--- src/iirdf1_pkg.sv ---
package iirdf1_pkg;

  localparam int FF_ORDER_DEF = 2;
  localparam int FB_ORDER_DEF = 2;

  localparam int CMD_W   = 2;
  localparam int TAP_W   = 2;
  localparam int SMP_W   = 12;
  localparam int COEF_W  = 32;
  localparam int ACC_W   = 32;
  localparam int ACC_SHIFT = 20;

  localparam logic [CMD_W-1:0] CMD_SAMPLE = 2'd0;
  localparam logic [CMD_W-1:0] CMD_FF_WR  = 2'd1;
  localparam logic [CMD_W-1:0] CMD_FB_WR  = 2'd2;

  typedef struct packed {
    logic clear;
    logic issue;
  } mac_ctrl_t;

endpackage

--- src/iirdf1_if.sv ---
interface iirdf1_in_if;
  import iirdf1_pkg::*;

  logic              valid;
  logic              ready;
  logic [CMD_W-1:0]  cmd;
  logic [TAP_W-1:0]  tap_index;
  logic [COEF_W-1:0] coef_value;
  logic [SMP_W-1:0]  sample;

  modport source(output valid, cmd, tap_index, coef_value, sample, input ready);
  modport sink(input valid, cmd, tap_index, coef_value, sample, output ready);
endinterface

interface iirdf1_out_if;
  import iirdf1_pkg::*;

  logic             valid;
  logic             ready;
  logic [SMP_W-1:0] filtered;

  modport source(output valid, filtered, input ready);
  modport sink(input valid, filtered, output ready);
endinterface

--- src/iirdf1_mac.sv ---
module iirdf1_mac (
  input  logic                          clk,
  input  logic                          rst_n,
  input  iirdf1_pkg::mac_ctrl_t         ctrl,
  input  logic [iirdf1_pkg::SMP_W-1:0]  hist_val,
  input  logic [iirdf1_pkg::COEF_W-1:0] coef_val,
  output logic [iirdf1_pkg::ACC_W-1:0]  acc
);
  import iirdf1_pkg::*;

  logic [SMP_W+COEF_W-1:0] prod_full;
  logic [ACC_W-1:0]        prod_r;
  logic                    prod_vld_r;
  logic [ACC_W-1:0]        acc_r;

  assign prod_full = {{COEF_W{1'b0}}, hist_val} * {{SMP_W{1'b0}}, coef_val};

  always_ff @(posedge clk) begin
    if (!rst_n) begin
      prod_vld_r <= 1'b0;
    end else begin
      prod_vld_r <= ctrl.issue;
    end
  end

  // product wraps to the accumulator width
  always_ff @(posedge clk) begin
    if (ctrl.issue) begin
      prod_r <= prod_full[ACC_W-1:0];
    end
  end

  always_ff @(posedge clk) begin
    if (ctrl.clear) begin
      acc_r <= '0;
    end else if (prod_vld_r) begin
      acc_r <= acc_r + prod_r;
    end
  end

  assign acc = acc_r;

endmodule

--- src/iir_direct_form_one_filter.sv ---
// sample item: accepted only while idle; ST_RUN, ST_FLUSH and ST_FIN follow, and the
// result is registered once the output is free, so the next item waits; one product
// per cycle through the single shared 12x32 multiply-accumulate unit
// coefficient writes: one item per cycle while idle, no result
// synchronous active-low reset clears both histories and both coefficient tables
module iir_direct_form_one_filter #(
  parameter int FF_ORDER = iirdf1_pkg::FF_ORDER_DEF,
  parameter int FB_ORDER = iirdf1_pkg::FB_ORDER_DEF
) (
  input  logic         clk,
  input  logic         rst_n,
  iirdf1_in_if.sink    in_item,
  iirdf1_out_if.source out_item
);
  import iirdf1_pkg::*;

  localparam int NUM_FF = FF_ORDER + 1;
  localparam int NUM_TERMS = NUM_FF + FB_ORDER;
  localparam int IDX_W = $clog2(NUM_TERMS);

  typedef enum logic [1:0] {ST_IDLE, ST_RUN, ST_FLUSH, ST_FIN} state_t;

  state_t            state_r;
  logic [IDX_W-1:0]  idx_r;
  logic              out_valid_r;
  logic [SMP_W-1:0]  out_filtered_r;

  logic [SMP_W-1:0]  in_hist_r [NUM_FF];
  logic [SMP_W-1:0]  out_hist_r [FB_ORDER];
  logic [COEF_W-1:0] ff_coef_r [NUM_FF];
  logic [COEF_W-1:0] fb_coef_r [FB_ORDER];

  logic              in_fire;
  logic              smp_fire;
  logic              res_load;
  logic [SMP_W-1:0]  res_val;
  logic [SMP_W-1:0]  hist_val;
  logic [COEF_W-1:0] coef_val;
  logic [ACC_W-1:0]  acc;
  mac_ctrl_t         mac_ctrl;

  assign in_item.ready  = (state_r == ST_IDLE);
  assign in_fire        = in_item.valid && in_item.ready;
  assign smp_fire       = in_fire && (in_item.cmd == CMD_SAMPLE);
  assign res_load       = (state_r == ST_FIN) && (!out_valid_r || out_item.ready);
  assign res_val        = acc[ACC_SHIFT+SMP_W-1:ACC_SHIFT];

  assign out_item.valid    = out_valid_r;
  assign out_item.filtered = out_filtered_r;

  assign mac_ctrl.clear = smp_fire;
  assign mac_ctrl.issue = (state_r == ST_RUN);

  // feedforward terms first, then feedback terms, oldest first
  always_comb begin
    hist_val = '0;
    coef_val = '0;
    for (int k = 0; k < NUM_FF; k++) begin
      if (idx_r == IDX_W'(k)) begin
        hist_val = in_hist_r[k];
        coef_val = ff_coef_r[k];
      end
    end
    for (int k = 0; k < FB_ORDER; k++) begin
      if (idx_r == IDX_W'(NUM_FF + k)) begin
        hist_val = out_hist_r[k];
        coef_val = fb_coef_r[k];
      end
    end
  end

  iirdf1_mac u_mac (
    .clk      (clk),
    .rst_n    (rst_n),
    .ctrl     (mac_ctrl),
    .hist_val (hist_val),
    .coef_val (coef_val),
    .acc      (acc)
  );

  always_ff @(posedge clk) begin
    if (!rst_n) begin
      state_r     <= ST_IDLE;
      idx_r       <= '0;
      out_valid_r <= 1'b0;
    end else begin
      if (out_valid_r && out_item.ready && !res_load) begin
        out_valid_r <= 1'b0;
      end
      unique case (state_r)
        ST_IDLE: begin
          idx_r <= '0;
          if (smp_fire) begin
            state_r <= ST_RUN;
          end
        end
        ST_RUN: begin
          if (idx_r == IDX_W'(NUM_TERMS - 1)) begin
            state_r <= ST_FLUSH;
          end else begin
            idx_r <= idx_r + 1'b1;
          end
        end
        ST_FLUSH: begin
          state_r <= ST_FIN;
        end
        ST_FIN: begin
          if (res_load) begin
            out_valid_r    <= 1'b1;
            out_filtered_r <= res_val;
            state_r        <= ST_IDLE;
          end
        end
        default: begin
          state_r <= ST_IDLE;
        end
      endcase
    end
  end

  always_ff @(posedge clk) begin
    if (!rst_n) begin
      for (int k = 0; k < NUM_FF; k++) begin
        in_hist_r[k] <= '0;
        ff_coef_r[k] <= '0;
      end
      for (int k = 0; k < FB_ORDER; k++) begin
        out_hist_r[k] <= '0;
        fb_coef_r[k]  <= '0;
      end
    end else begin
      if (smp_fire) begin
        for (int k = 0; k < NUM_FF - 1; k++) begin
          in_hist_r[k] <= in_hist_r[k+1];
        end
        in_hist_r[NUM_FF-1] <= in_item.sample;
      end
      if (res_load) begin
        for (int k = 0; k < FB_ORDER - 1; k++) begin
          out_hist_r[k] <= out_hist_r[k+1];
        end
        out_hist_r[FB_ORDER-1] <= res_val;
      end
      // out-of-range slots match no entry and are dropped
      if (in_fire && (in_item.cmd == CMD_FF_WR)) begin
        for (int k = 0; k < NUM_FF; k++) begin
          if (32'(in_item.tap_index) == k) begin
            ff_coef_r[k] <= in_item.coef_value;
          end
        end
      end
      if (in_fire && (in_item.cmd == CMD_FB_WR)) begin
        for (int k = 0; k < FB_ORDER; k++) begin
          if (32'(in_item.tap_index) == k) begin
            fb_coef_r[k] <= in_item.coef_value;
          end
        end
      end
    end
  end

endmodule

--- src/flat_wrapper.sv ---
// flat-port wrapper written by rule: the top's interface ports become plain ports
module iir_direct_form_one_filter_flat import iirdf1_pkg::*;
#(
  parameter int FF_ORDER = iirdf1_pkg::FF_ORDER_DEF,
  parameter int FB_ORDER = iirdf1_pkg::FB_ORDER_DEF
)
  (clk, rst_n, in_item_valid, in_item_cmd, in_item_tap_index, in_item_coef_value, in_item_sample, in_item_ready, out_item_valid, out_item_filtered, out_item_ready);
  iirdf1_in_if in_item_i ();
  iirdf1_out_if out_item_i ();
  input  logic clk;
  input  logic rst_n;
  input wire logic [$bits(in_item_i.valid)-1:0] in_item_valid;
  input wire logic [$bits(in_item_i.cmd)-1:0] in_item_cmd;
  input wire logic [$bits(in_item_i.tap_index)-1:0] in_item_tap_index;
  input wire logic [$bits(in_item_i.coef_value)-1:0] in_item_coef_value;
  input wire logic [$bits(in_item_i.sample)-1:0] in_item_sample;
  output wire logic [$bits(in_item_i.ready)-1:0] in_item_ready;
  output wire logic [$bits(out_item_i.valid)-1:0] out_item_valid;
  output wire logic [$bits(out_item_i.filtered)-1:0] out_item_filtered;
  input wire logic [$bits(out_item_i.ready)-1:0] out_item_ready;
  assign in_item_i.valid = in_item_valid;
  assign in_item_i.cmd = in_item_cmd;
  assign in_item_i.tap_index = in_item_tap_index;
  assign in_item_i.coef_value = in_item_coef_value;
  assign in_item_i.sample = in_item_sample;
  assign in_item_ready = in_item_i.ready;
  assign out_item_valid = out_item_i.valid;
  assign out_item_filtered = out_item_i.filtered;
  assign out_item_i.ready = out_item_ready;
  iir_direct_form_one_filter #(.FF_ORDER(FF_ORDER), .FB_ORDER(FB_ORDER)) u_core (.clk(clk), .rst_n(rst_n), .in_item(in_item_i), .out_item(out_item_i));
endmodule
--- config.mk ---
export PLATFORM = sky130hd
export DESIGN_NAME = iir_direct_form_one_filter_flat
export DESIGN_NICKNAME = d
export VERILOG_FILES = /design/src/iirdf1_pkg.sv /design/src/iirdf1_if.sv /design/src/iirdf1_mac.sv /design/src/iir_direct_form_one_filter.sv /design/src/flat_wrapper.sv
export SDC_FILE = /design/constraint.sdc
export NUM_CORES = 1
export LEC_CHECK = 0
export ABC_AREA = 1
export BUFFER_PORTS_ARGS = -buffer_cell sky130_fd_sc_hd__buf_2
export CELL_PAD_IN_SITES_DETAIL_PLACEMENT = 2
export CELL_PAD_IN_SITES_GLOBAL_PLACEMENT = 2
export CORE_MARGIN = 2
export CORE_UTILIZATION = 40
export CTS_CLUSTER_DIAMETER = 200
export DETAILED_ROUTE_END_ITERATION = 16
export PLACE_DENSITY = 0.9
export RECOVER_POWER = 100
export SYNTH_ARGS = -nofsm -noshare
export SYNTH_HDL_FRONTEND = slang
export SYNTH_SLANG_ARGS = --single-unit
--- constraint.sdc ---
create_clock -name clk -period 8 [get_ports clk]
set_input_delay 0.8 -clock clk [delete_from_list [all_inputs] [get_ports clk]]
set_output_delay 0.8 -clock clk [all_outputs]
set_load 0.02 [all_outputs]
==> results.md <==
* Reg2Reg Launch Point: u_core.idx_r[2]$_SDFFE_PN0P_
* Clock Latency Late Sink at ~0.57 ns
* Yosys reg bits at about 300
* 1st-iter DRT viols at between 1000 and 1500
* Synth Instances at ~2700
* Worst Hold End: u_core.out_item.filtered[8]$_DFFE_PP_
* Hold wc startpoint: u_core.u_mac.acc[28]$_SDFFE_PP0P_
* Largest net degree at the start of global routing at between 60 and 70
* Area of the core at between 0.05 and 0.06 mm^2
* Setup violations, final at 0
* Post-synth cell types at 45
* Cell mode on critical path: inv_1
* DP Wirelength at between 70000 and 80000 um
* Max Slew Vio Count at 331
* DRC at 0
* First-pass GRT wire length at about 150000 um
* Mapped Area at between 0.02 and 0.025 mm^2
* Seq/Total Area, Yosys at 0.370
* Avg Synthesized Cell Area at around 9 um^2
* Synth warnings at 0
* Port bufs at 65
* Status: finished, violations left
* Worst slew pin tran at ~2.4 ns
* Crit. End Element: register
* Setup crit start kind: register
* Tcrit/Tclk final at 0.982
* Number of max-cap violations at 10
* Final min period at between 7 and 8 ns
* Asr flop ratio synth at 0
* Gpl congestion at 0.870
* Die Area at approximately 0.061 mm^2
* Vias in the first global route at ~24000
* Root Driver: clkbuf_16
* WL/cell at 28.0 um
* Cells on worst reg2reg path at 31
* CTS tree: yes
* Worst min path class: reg -> reg
* Final #Nets at roughly 3100
* Clock-pin slew of the registers on the worst-case setup and hold paths at roughly 0.070 ns
* Post-route antenna net violation count at 0
* Routed WL at around 100000 um
* Ys flop type: edfxtp_1
* H-tree depth at 2
* Syn_nets at 3075
* Starting density of the core at 0.407
* Dpl cells at 3487
* R2r endpoint: u_core.u_mac.prod_r[31]$_DFFE_PP_
* Hold Path Stages at 0
* Finished Layout Cells at around 3600
* Failing checks: capacitance limit, slew limit
* Final hold viol count at 0
* Cell with the largest stage delay on the worst path: fa_1
* Internal reg-to-reg setup slack at 0.15 ns
* Clk sinks at between 300 and 400
* Vias/cell at 5.64
* Number of synthesized flops with an enable pin at between 200 and 300
* Die Wd at approximately 250 um
* Layout overhead on the synthesized area at 11.0%
* FMAX at about 130 MHz
* Global route overflow at 0
* Tot GR Track Use at 0.333
* Crit Path Class: reg -> reg
* Routing usage on met2 at 0.605
* Antenna diodes at 0
* Num CTS Buffers at 36
* Detailed-router iteration count before antenna repair at 8
* Height of the die at 247 um
* Layer carrying the most global-route usage: met2
* Clk_skew at 0.0292 ns
* Row Count at 88
* Data required, critical path at 8.31 ns
* Data arrival, critical path at 8.16 ns
* Critical Path Fanout Max at 16
* Initial antenna violation count at 1
* Met3 GRT Util at 0.0595
* Clock buffer depth at 3
* Via count at around 20000
* Hold_buf cts at 0
* Share of layout cells above drive strength 1 at 0.0778
* Met1 Use GR at 0.358
* Slowest stage delay, CP at between 0.6 and 0.7 ns
* Relative slew margins at -0.573
* Boundary Pins at between 60 and 70
## logic make-up (layout without fill, tap and decap cells)
logic type                 Yosys count  count (layout)  synth area share
xor gates and xnor gates            48              48            0.0179
AOI/OAI and AO/OA                  273             273            0.0706
buffers and inverters              674             771             0.110
and+or+nand+nor                   1065            1065             0.180
DFF                                303             303             0.370
adders and majority gates          330             330             0.252
## registers in the layout (all words and copies together) (netlist names)
register,flops
u_core.u_mac.prod_vld_r,1
u_core.ff_coef_r,96
u_core.out_item.filtered,12
u_core.out_item.valid,1
u_core.u_mac.prod_r,32
u_core.out_hist_r,24
u_core.fb_coef_r,64
u_core.in_hist_r,36
u_core.u_mac.acc,32
u_core.state_r,2
u_core.idx_r,3
## placed cells by master, fill, tap and decap left out, drive strengths merged, types with 14 or more instances in the layout
master,synthesis,layout
a21oi,101,101
clkbuf,48,72
o211ai,41,41
edfxtp,264,264
o21a,18,18
nand3,117,117
xnor2,23,23
buf,44,103
fa,240,240
nand2,588,588
clkinv,9,14
inv,573,577
nor2,324,324
ha,90,90
dfxtp,39,39
xor2,25,25
o21ai,70,70
## final cells by class
type	instances	area, um^2
clock buffer	47	983
clock inverter	14	125
fill	6313	31800
inverter	582	2190
multi-input combinational	1716	12400
sequential	303	8710
tap	765	957
timing repair buffer	128	825
## per-layer routing
metal | wire (um) | part of all wire | vias to the layer above
met5 | 31 | 0.00031 | -
met4 | 6910 | 0.069 | 4
met3 | 5140 | 0.052 | 397
met2 | 51300 | 0.51 | 751
met1 | 36300 | 0.36 | 10400
li1 | - | - | 8471
## synth_stat cells (2+ instances only)
master      n  share of area
a211oi_1    3        0.00096
a21o_1      5         0.0016
a21oi_1    94          0.020
a21oi_2     4         0.0015
a21oi_4     3         0.0021
a221oi_1    3         0.0011
a31oi_1    12         0.0032
buf_1       7         0.0011
buf_2      33         0.0070
buf_4       4         0.0013
clkbuf_1   48         0.0077
clkinv_1    9         0.0014
dfxtp_1    39          0.033
edfxtp_1  264           0.34
fa_1      240           0.20
ha_1       90          0.048
inv_1     561          0.089
inv_2      12         0.0019
nand2_1   583          0.093
nand2_2     4         0.0011
nand3_1   117          0.025
nand3b_1    3        0.00096
nand4_1     7         0.0019
nor2_1    323          0.051
nor3_1     12         0.0026
nor4_1      2        0.00053
o211ai_1   41          0.013
o21a_1     18         0.0057
o21ai_0    66          0.014
o21ai_1     4        0.00085
o21bai_1    6         0.0019
o221ai_1    5         0.0019
o22ai_1     5         0.0013
or2_1       2        0.00053
or2_2       8         0.0021
xnor2_1    23         0.0086
xor2_1     25         0.0093
## metrics by stage
step           worst slack [ns]   util  hold WS (ns)  TNS [ns]  cell area [um^2]
2_1_floorplan              1.36      -         0.434         0             23600
3_3_place_gp              0.455  0.431         0.466         0             24900
3_5_place_dp             -0.199  0.431         0.474    -0.521             24900
4_1_cts                  0.0110  0.451         0.498         0             26100
5_1_grt                 -0.0639  0.451         0.506   -0.0639             26100
6_report                  0.146  0.451         0.502         0             26100
## how the worst max path moves through the flow
stage / from / slack, ns / end
finish: u_core.idx_r[2]$_SDFFE_PN0P_ / 0.15 / u_core.u_mac.prod_r[31]$_DFFE_PP_
floorplan: u_core.idx_r[1]$_SDFFE_PN0P_ / 1.36 / u_core.u_mac.prod_r[29]$_DFFE_PP_
detailed placement: u_core.idx_r[0]$_SDFFE_PN0P_ / -0.20 / u_core.u_mac.prod_r[28]$_DFFE_PP_
global route: u_core.idx_r[2]$_SDFFE_PN0P_ / -0.06 / u_core.u_mac.prod_r[31]$_DFFE_PP_
global placement: u_core.idx_r[2]$_SDFFE_PN0P_ / 0.45 / u_core.u_mac.prod_r[30]$_DFFE_PP_
CTS: u_core.idx_r[2]$_SDFFE_PN0P_ / 0.01 / u_core.u_mac.prod_r[30]$_DFFE_PP_
## critical path, delay by kind of cell (launching register included)
kind            cells  cell delay (ns)
simple gates        6             0.92
buf+inv            11             1.80
fa+ha+maj           7             3.21
compound gates      7             1.27
flops               1             0.38
## repair_timing
item                                    CTS  global route
pin swaps                                 2             0
setup buffers                             7             0
endpoints found under the setup margin    8            11
resized for setup                         3            34
gates cloned                              0             0
endpoints found under the hold margin     0             0
Power is not shown: default switching activity piles up to over one toggle a cycle in this logic, so the estimate is an artifact.
